### config.mk
export PLATFORM = sky130hd
export DESIGN_NAME = idq_addr
export DESIGN_NICKNAME = d
export VERILOG_FILES = /design/src/rtl/indexed_deque_store_macros.svh /design/src/rtl/idq_addr.sv
export SDC_FILE = /design/constraint.sdc
export NUM_CORES = 1
export LEC_CHECK = 0
export ABC_AREA = 1
export BUFFER_PORTS_ARGS = -buffer_cell sky130_fd_sc_hd__buf_2
export CORE_AREA = 4 4 41 43
export DETAILED_ROUTE_END_ITERATION = 12
export DIE_AREA = 0 0 45 47
export MAX_ROUTING_LAYER = met4
export RECOVER_POWER = 100
export SYNTH_ARGS = -nofsm -noshare
export SYNTH_HDL_FRONTEND = slang
export SYNTH_SLANG_ARGS = --single-unit
### constraint.sdc
create_clock -name vclk -period 1.7
set_input_delay 0.34 -clock vclk [all_inputs]
set_output_delay 0.34 -clock vclk [all_outputs]
set_load 0.05 [all_outputs]
### src/rtl/indexed_deque_store_macros.svh
// Assertion macros shared by the indexed deque store RTL.
`ifndef INDEXED_DEQUE_STORE_MACROS_SVH
`define INDEXED_DEQUE_STORE_MACROS_SVH

// Checks a property in the same cycle; the module must have clk_i and rst_ni.
`define IDQ_ASSERT_SAME(label, pre, post, msg) \
  label: assert property (@(posedge clk_i) disable iff (!rst_ni) (pre) |-> (post)) \
    else $error(msg);

// Checks a property in the cycle after the precondition.
`define IDQ_ASSERT_NEXT(label, pre, post, msg) \
  label: assert property (@(posedge clk_i) disable iff (!rst_ni) (pre) |=> (post)) \
    else $error(msg);

`endif

### src/rtl/idq_addr.sv
// Maps a logical element index to a physical slot of the circular buffer.
module idq_addr #(
  parameter int unsigned DEPTH = 256
) (
  input  logic [$clog2(DEPTH)-1:0] head_i,
  input  logic [$clog2(DEPTH)-1:0] off_i,
  output logic [$clog2(DEPTH)-1:0] phys_o
);

  localparam int unsigned AW = $clog2(DEPTH);

  logic [AW:0] sum;

  // Both operands stay below DEPTH, so one conditional subtract wraps the sum.
  assign sum    = {1'b0, head_i} + {1'b0, off_i};
  assign phys_o = (sum >= (AW+1)'(DEPTH)) ? AW'(sum - (AW+1)'(DEPTH)) : AW'(sum);

endmodule

After elaboration in Yosys (flattened, before gate mapping)
Cells that the tools add are included. Widths: inputs -> output; s select.

Logic and storage cells: 4. Bits in registers: 0. Output and inout port bits: 8.

Add/sub/neg operators: 2. Order comparisons: 1. Mux-type cells: 1.

Operators by type and width (number): $add 8x8->9 (1); $ge 9x9->1 const B (1); $mux 8 (1); $sub 8x1->8 const B (1).

Longest topological paths before layout
Gate-level depths: netlist of the first run.

Depth in word-level cells: 3. Gate-level depth with buffers: 10. Depth with buffers taken out: 10.

Worst setup path before layout of the first run
Ideal clock, no wire load.

Kind: in2out. Start: input head_i[0]. End: output phys_o[4]. Slack: -0.595 ns. Arrival: 1.955 ns. Stages: 8. Data required time: 1.360 ns. Cells stage by stage: ha_1 > inv_1 > fa_1 > inv_1 > nand2_1 > nand2_1 > nand2_1 > xnor2_1.

Word-level cells in the longest chain between the ends: 3. Elaborated cells on any way between the ends: 4. Those cells by class: add/sub (2); order compare (1); mux (1).

RTL lines: start: declaration (line idq_addr.sv:5) `input logic [$clog2(DEPTH)-1:0] head_i,`; $add 8x8->9 (*) (line idq_addr.sv:15) `assign sum = {1'b0, head_i} + {1'b0, off_i};`; $sub 8x1->8 / $ge 9x9->1 (equally long branches) (line idq_addr.sv:16) `assign phys_o = (sum >= (AW+1)'(DEPTH)) ? AW'(sum - (AW+1)'(DEPTH)) : AW'(sum);`; $mux 8 (*) (line idq_addr.sv:16); end: declaration (line idq_addr.sv:7) `output logic [$clog2(DEPTH)-1:0] phys_o`.

Every way passes the cells marked *; elsewhere a longest branch is shown, timed or not.

Final worst setup path of the first run
Start: input head_i[0]. End: output phys_o[6].

Same word-level chain as after synthesis.

==> results of run 1 <==
==> per-layer routing <==
layer | global-route usage [%] | vias to the layer above | part of all wire (%)
met5 | - | - | 0
met3 | 0 | 0 | 5.0
met4 | 0 | 0 | 0
met1 | 10.7 | 203 | 41
li1 | - | 251 | -
met2 | 19.2 | 12 | 54
==> report_power, final <==
part | switching, uW | internal, uW | leakage (uW)
Clock | 0 | 0 | 0
Combinational | 249 | 194 | 0.000414
Sequential | 0 | 0 | 0
==> synth_stat cells <==
cell	count	area, um2
nor2_1	3	11.3
nand2_2	1	6.26
clkinv_1	1	3.75
xnor2_4	1	27.5
nand3b_1	1	7.51
fa_1	1	20.0
xnor2_1	3	26.3
a21oi_1	2	10.0
nand2_1	21	78.8
or2_1	2	12.5
nand3_1	5	25.0
inv_1	12	45.0
ha_1	7	87.6
==> area by class of cell <==
type	count	area, um2
fill	124	495
inverter	13	48.8
multi-input combinational	47	488
tap	15	18.8
timing repair buffer	33	250
==> cells by family (layout without fill, tap and decap cells) <==
group | Yosys count | count (layout) | share of synthesized area, %
simple gates | 33 | 33 | 39.1
buf+inv | 13 | 46 | 13.5
fa+ha+maj | 8 | 8 | 29.8
xor+xnor | 4 | 4 | 14.9
compound gates | 2 | 2 | 2.77
==> tightest hold or removal path: cells and delay by family <==
| family | cells | cell delay, ns |
|---|---|---|
| buffers and inverters | 2 | 0.26 |
| AND/OR/NAND/NOR | 2 | 0.14 |
| XOR/XNOR | 1 | 0.06 |
==> cells in the final DEF, fill, tap and decap left out, drive strengths merged <==
master and instances:
nor2 3, nand3 5, clkbuf 1, a21oi 2
xnor2 4, inv 12, fa 1, nand3b 1
nand2 22, buf 32, ha 7, clkinv 1
or2 2
==> through the flow <==
| step | cells | hold WS, ns |
|---|---|---|
| after floorplan | 60 | 0.875 |
| after global placement | 107 | 1.13 |
| after detailed placement | 107 | 1.13 |
| after CTS | 107 | 1.10 |
| after global routing | 108 | 1.19 |
| final | 108 | 1.15 |
==> worst max path at each step <==
stage | to | slack (ns) | cells after the start
floorplan | phys_o[4] | -0.14 | 8
global placement | phys_o[6] | -0.34 | 12
detailed placement | phys_o[6] | -0.35 | 12
CTS | phys_o[6] | -0.18 | 12
global route | phys_o[6] | -0.24 | 12
finish | phys_o[6] | -0.17 | 12
==> what timing repair did <==
item	CTS	global route
setup endpoints to repair	7	7
buffers inserted	0	1
endpoints found under the hold margin	0	0
resized for setup	30	7
pin swaps	9	9
==> out/metrics.csv, run 1 <==
metric,value,unit
VDD IR-drop max,296,uV
failing checks,negative setup slack,
die area,0.00212,mm2
largest net degree at the start of global routing,5,
crit-path leading delay family,adder cells,
RSZ-0062 raised after global routing,true,
leakage,0.000414,uW
CP startpoint,head_i[0],
P&R area growth vs syn,123,%
first-pass GRT wire length,1540,um
Syn. warnings,0,
WHS Path Cells,5,
final hold vios,0,
num ports,24,
DRT antenna net count,0,
Hold Path End,phys_o[7],
CP max-delay cell,fa_2,
"Largest stage delay, worst path",0.36,ns
worst-path fanout max,2,
Vias per Instance,4.31,
diode count,0,
"Slew Viols, Final",0,
number of max-cap violations,0,
initial core utilization,27.8,%
initial antenna violation count,0,
Final WS setup,-0.170,ns
power density over the cells,550,mW/mm2
Power Total,443,uW
routed vias,466,
"Seq/Total Area, Yosys",0,%
drt drc,0,
Bufs and invs on worst path,4,
final wirelength,956,um
initial DRC count,0,
vias in the first global route,437,
# port buffers,24,
Final TNS setup,-0.570,ns
die height,47,um
critical path arrival,1.53,ns
GPL Wtd Cong,0.689,
DP Area,624,um2
FFs & Latches,0,
"Req. time, crit path",1.36,ns
upper clock frequency limit,535,MHz
Final Setup Violations,6,
nature of the critical path startpoint,primary input,
Core Region,0.00130,mm2
Congestion Overflow GR,0,
Global Route Usage Sum,9.38,%
Reg area,0,um2
cts hold-fix bufs,0,
nets@finish,119,
routed len/inst,8.85,um
status,"complete, but fails checks",
worst-path cell chain,buf_6 -> ha_4 -> inv_2 -> fa_2 -> inv_2 -> nand2_2 -> nand2_4 -> nand3_4 -> nand2_2 -> nand2_2 -> nand2_4 -> buf_8,
Final Cell Area,806,um2
Syn Nets,84,
Chip Width,45,um
hold path start,head_i[7],
critical path class,in2out,
Max-slew headroom,61.2,%
crit path time final,1.87,ns
Least-Margin Pin Slew,0.584,ns
Tcrit/Tclk final,110,%
DRT Pass-1 Iters,1,
clock buffers,0,
Yosys cell types,13,
Post-Synthesis Cells,60,
FP Rows,13,
crit path capture type,output port,
syn_area_per_cell,6.03,um2
layout cell share with drive strength beyond 1,63.4,%
Worst Hold Class,in2out,
cell seen most often among critical-path stages,nand2_2,
pre-CTS setup slack,-0.350,ns
Synth Cell Area,362,um2
hpwl dp,816,um
Finished Core Util,61.9,%
Note: power is estimated with default switching activity, not from simulation.
==> run 2: changes to the inputs <==
--- a/config.mk
+++ b/config.mk
@@ -6,7 +6,7 @@
 export NUM_CORES = 1
 export LEC_CHECK = 0
 export ABC_AREA = 1
-export BUFFER_PORTS_ARGS = -buffer_cell sky130_fd_sc_hd__buf_2
+export BUFFER_PORTS_ARGS = -buffer_cell sky130_fd_sc_hd__buf_4
 export CORE_AREA = 4 4 41 43
 export DETAILED_ROUTE_END_ITERATION = 12
 export DIE_AREA = 0 0 45 47
@@ -15,3 +15,4 @@
 export SYNTH_ARGS = -nofsm -noshare
 export SYNTH_HDL_FRONTEND = slang
 export SYNTH_SLANG_ARGS = --single-unit
+export TNS_END_PERCENT = 30
==> out/metrics.csv, run 2 (synthesized netlist as in run 1, its figures left out) <==
metric,value,unit,change
status,"complete, but fails checks",,unchanged
failing checks,negative setup slack,,unchanged
"Slew Viols, Final",0,,unchanged
"leading cell type in the layout, fill and taps excluded",buf_4,,was buf_2
die height,47,um,unchanged
Hold Path End,phys_o[7],,unchanged
die area,0.00212,mm2,unchanged
RSZ-0062 raised after global routing,true,,unchanged
"Req. time, crit path",1.36,ns,about the same
critical path class,in2out,,unchanged
vias in the first global route,420,,was 437
VDD IR-drop max,324,uV,was 296 uV
Core Region,0.00130,mm2,unchanged
GPL Wtd Cong,0.678,,was 0.689
critical path arrival,1.52,ns,was 1.53 ns
hold path start,head_i[7],,unchanged
Max-slew headroom,61.1,%,was 61.2%
layout cell share with drive strength beyond 1,53.3,%,was 63.4%
DRT Pass-1 Iters,4,,was 1
Chip Width,45,um,unchanged
Final WS setup,-0.161,ns,was -0.170 ns
Final TNS setup,-0.657,ns,was -0.570 ns
initial DRC count,6,,was 0
Least-Margin Pin Slew,0.586,ns,was 0.584 ns
largest net degree at the start of global routing,5,,unchanged
nets@finish,118,,was 119
Reg area,0,um2,unchanged
cts hold-fix bufs,0,,unchanged
initial core utilization,27.8,%,unchanged
FP Rows,13,,unchanged
clock buffers,0,,unchanged
Congestion Overflow GR,0,,unchanged
DP Area,667,um2,was 624 um2
post-route insts no fill,107,,was 108
DRT antenna net count,0,,unchanged
Top Layer Used,met3,,unchanged
DR WL met3,57,um,was 48 um
Global Route Usage Sum,8.65,%,was 9.38%
most frequent cells in the layout,"buf_4 (23), nand2_1 (16), inv_1 (10)",,"was buf_2 (14), nand2_1 (12), inv_1 (10), buf_4 (10), nand2_2 (7)"
num ports,24,,unchanged
leakage,0.000415,uW,was 0.000414 uW
routed len/inst,8.07,um,was 8.85 um
drt drc,0,,unchanged
FFs & Latches,0,,unchanged
crit path time final,1.86,ns,was 1.87 ns
hold_ws,1.10,ns,was 1.15 ns
P&R area growth vs syn,110,%,was 123%
Metal-1 WL,353,um,was 389 um
routed vias,457,,was 466
hpwl dp,781,um,was 816 um
first-pass GRT wire length,1430,um,was 1540 um
final hold vios,0,,unchanged
diode count,0,,unchanged
Vias per Instance,4.27,,was 4.31
pre-CTS setup slack,-0.249,ns,was -0.350 ns
upper clock frequency limit,537,MHz,was 535 MHz
Tcrit/Tclk final,109,%,was 110%
wire length on met2,453,um,was 518 um
crit path capture type,output port,,unchanged
nature of the critical path startpoint,primary input,,unchanged
Final Cell Area,759,um2,was 806 um2
placed cells,106,,was 107
Final Setup Violations,6,,unchanged
# port buffers,24,,unchanged
WHS Path Cells,5,,unchanged
worst-path fanout max,2,,unchanged
number of max-cap violations,0,,unchanged
power density over the cells,547,mW/mm2,was 550 mW/mm2
initial antenna violation count,0,,unchanged
Worst Hold Class,in2out,,unchanged
final wirelength,864,um,was 956 um
==> run 2: metal layers <==
| metal | track usage (%) | vias to the layer above |
|---|---|---|
| met5 | - | - |
| met4 | 0 | 0 |
| met3 | 0 | 0 |
| met2 | 16.7 | 13 |
| met1 | 10.7 | 197 |
| li1 | - | 247 |
==> run 2: worst max path at each step <==
stage	cells after the start	endpoint	slack, ns	startpoint
2_1_floorplan	8	phys_o[4]	-0.14	head_i[0]
3_3_place_gp	12	phys_o[6]	-0.23	head_i[0]
3_5_place_dp	10	phys_o[4]	-0.25	head_i[0]
4_1_cts	12	phys_o[6]	-0.18	off_i[0]
5_1_grt	12	phys_o[6]	-0.25	head_i[0]
6_report	12	phys_o[6]	-0.16	head_i[0]
==> run 2: area by class of cell <==
cell class,instances,area [um2]
inverters,13,48.8
repair buffers,32,274
multi-input cells,47,418
fillers,137,542
well taps,15,18.8
==> run 2: timing repair <==
item                       CTS  global route
setup endpoints to repair    6             6
buffers inserted             1             0
hold endpoints to repair     0             0
gates resized for setup     12             8
pin swaps                    6             5
==> run 2: critical path: stages <==
cell     delay [ns]
buf_8          0.07
ha_4           0.12
inv_2          0.03
fa_2           0.35
inv_2          0.06
nand2_2        0.06
nand2_4        0.08
nand3_2        0.07
nand2_1        0.06
nand2_1        0.05
nand2_2        0.08
buf_8          0.14
==> run 2: report_power, final <==
group          switching (uW)  internal [uW]
Clock                       0              0
Combinational             231            184
Sequential                  0              0
Total                     231            184
==> run 2: per-stage QoR <==
step / total power [uW] / util [%]
global placement: 367 / 51.2
finish: 416 / 58.4
global route: 448 / 58.4
detailed placement: 370 / 51.2
CTS: 406 / 55.4
floorplan: 255 / -
==> run 3: changes to the inputs <==
--- a/config.mk
+++ b/config.mk
@@ -7,10 +7,13 @@
 export LEC_CHECK = 0
 export ABC_AREA = 1
 export BUFFER_PORTS_ARGS = -buffer_cell sky130_fd_sc_hd__buf_4
-export CORE_AREA = 4 4 41 43
+export CELL_PAD_IN_SITES_DETAIL_PLACEMENT = 1
+export CELL_PAD_IN_SITES_GLOBAL_PLACEMENT = 2
+export CORE_MARGIN = 4
+export CORE_UTILIZATION = 20
 export DETAILED_ROUTE_END_ITERATION = 12
-export DIE_AREA = 0 0 45 47
 export MAX_ROUTING_LAYER = met4
+export PLACE_DENSITY_LB_ADDON = 0.1
 export RECOVER_POWER = 100
 export SYNTH_ARGS = -nofsm -noshare
 export SYNTH_HDL_FRONTEND = slang
==> out/metrics.csv, run 3 (synthesized netlist as in run 1, its figures left out) <==
metric,value,unit,change
status,"complete, but fails checks",,unchanged
failing checks,negative setup slack,,unchanged
routed vias,464,,was 457
Final WS setup,-0.162,ns,was -0.161 ns
RSZ-0062 raised after global routing,true,,unchanged
die area,0.00255,mm2,was 0.00212 mm2
initial antenna violation count,0,,unchanged
DP Area,679,um2,was 667 um2
largest net degree at the start of global routing,5,,unchanged
pre-CTS setup slack,-0.248,ns,was -0.249 ns
Max-slew headroom,60.7,%,was 61.1%
drt drc,0,,unchanged
postcts setup bufs,0,,was 1
GPL Wtd Cong,0.645,,was 0.678
vias in the first global route,436,,was 420
nets@finish,117,,was 118
power density over the cells,550,mW/mm2,was 547 mW/mm2
P&R area growth vs syn,100,%,was 110%
Chip Width,50.5,um,was 45 um
Global Route Usage Sum,8.04,%,was 8.65%
number of max-cap violations,0,,unchanged
"leading cell type in the layout, fill and taps excluded",buf_4,,unchanged
die height,50.5,um,was 47 um
routed len/inst,7.94,um,was 8.07 um
num ports,24,,unchanged
Worst Hold Class,in2out,,unchanged
Tcrit/Tclk final,110,%,was 109%
clock buffers,0,,unchanged
Congestion Overflow GR,0,,unchanged
critical path class,in2out,,unchanged
WHS Path Cells,5,,unchanged
upper clock frequency limit,537,MHz,about the same
critical path arrival,1.52,ns,about the same
first-pass GRT wire length,1710,um,was 1430 um
DRT antenna net count,0,,unchanged
Reg area,0,um2,unchanged
Core Region,0.00173,mm2,was 0.00130 mm2
Least-Margin Pin Slew,0.592,ns,was 0.586 ns
# port buffers,24,,unchanged
Final Setup Violations,6,,unchanged
worst-path fanout max,2,,unchanged
VDD IR-drop max,249,uV,was 324 uV
DRT Pass-1 Iters,1,,was 4
initial DRC count,0,,was 6
"Slew Viols, Final",0,,unchanged
FP Rows,15,,was 13
hold path start,head_i[7],,unchanged
FFs & Latches,0,,unchanged
crit path capture type,output port,,unchanged
final wirelength,921,um,was 864 um
leakage,0.000407,uW,was 0.000415 uW
initial core utilization,20.9,%,was 27.8%
crit path time final,1.86,ns,about the same
final hold vios,0,,unchanged
"Req. time, crit path",1.36,ns,about the same
layout cell share with drive strength beyond 1,48.4,%,was 53.3%
Final Cell Area,724,um2,was 759 um2
most frequent cells in the layout,"buf_4 (23), nand2_1 (17), inv_1 (11)",,"was buf_4 (23), nand2_1 (16), inv_1 (10)"
nature of the critical path startpoint,primary input,,unchanged
Hold Path End,phys_o[7],,unchanged
diode count,0,,unchanged
Vias per Instance,4.00,,was 4.27
[run 3: where the power goes]
part / internal [uW] / total (uW) / leakage (uW) / switching, uW
clock network: 0 / 0 / 0 / 0
registers: 0 / 0 / 0 / 0
logic: 172 / 399 / 0.000407 / 227
[run 3: worst max-delay path, stage by stage]
cell,delay (ns)
buf_6,0.07
ha_4,0.12
inv_2,0.03
fa_2,0.34
inv_1,0.06
nand2_1,0.06
nand2_2,0.09
nand3_2,0.07
nand2_1,0.06
nand2_1,0.06
nand2_2,0.06
buf_8,0.14
[run 3: routing by layer]
metal | track usage, % | wire [um]
met5 | - | 0
met4 | 0 | 0
met3 | 0.297 | 59
met2 | 15.2 | 481
met1 | 10.0 | 380
[run 3: worst max path at each step]
| stage | start | to | cells past startpoint |
|---|---|---|---|
| 2_1_floorplan | head_i[0] | phys_o[4] | 8 |
| 3_3_place_gp | head_i[0] | phys_o[4] | 10 |
| 3_5_place_dp | head_i[0] | phys_o[4] | 10 |
| 4_1_cts | off_i[0] | phys_o[6] | 12 |
| 5_1_grt | off_i[0] | phys_o[6] | 12 |
| 6_report | off_i[0] | phys_o[6] | 12 |
[run 3: final cells by class]
| type | count | area, um2 |
|---|---|---|
| multi-input combinational | 47 | 385 |
| inverter | 13 | 48.8 |
| tap | 25 | 31.3 |
| fill | 241 | 1000 |
| timing repair buffer | 31 | 259 |
[run 3: stage by stage]
stage	util [%]	hold WS [ns]	setup TNS, ns	instances	power [uW]
2_1_floorplan	-	0.875	-0.398	60	255
3_3_place_gp	39.3	1.06	-0.876	116	371
3_5_place_dp	39.3	1.06	-0.902	116	374
4_1_cts	41.8	1.04	-0.661	116	404
5_1_grt	42.0	1.14	-1.08	116	431
6_report	42.0	1.11	-0.580	116	399
[run 3: what timing repair did]
action / CTS / global route
hold buffers: 0 / 0
setup endpoints to repair: 6 / 6
pin swaps: 5 / 0
resized for setup: 11 / 2
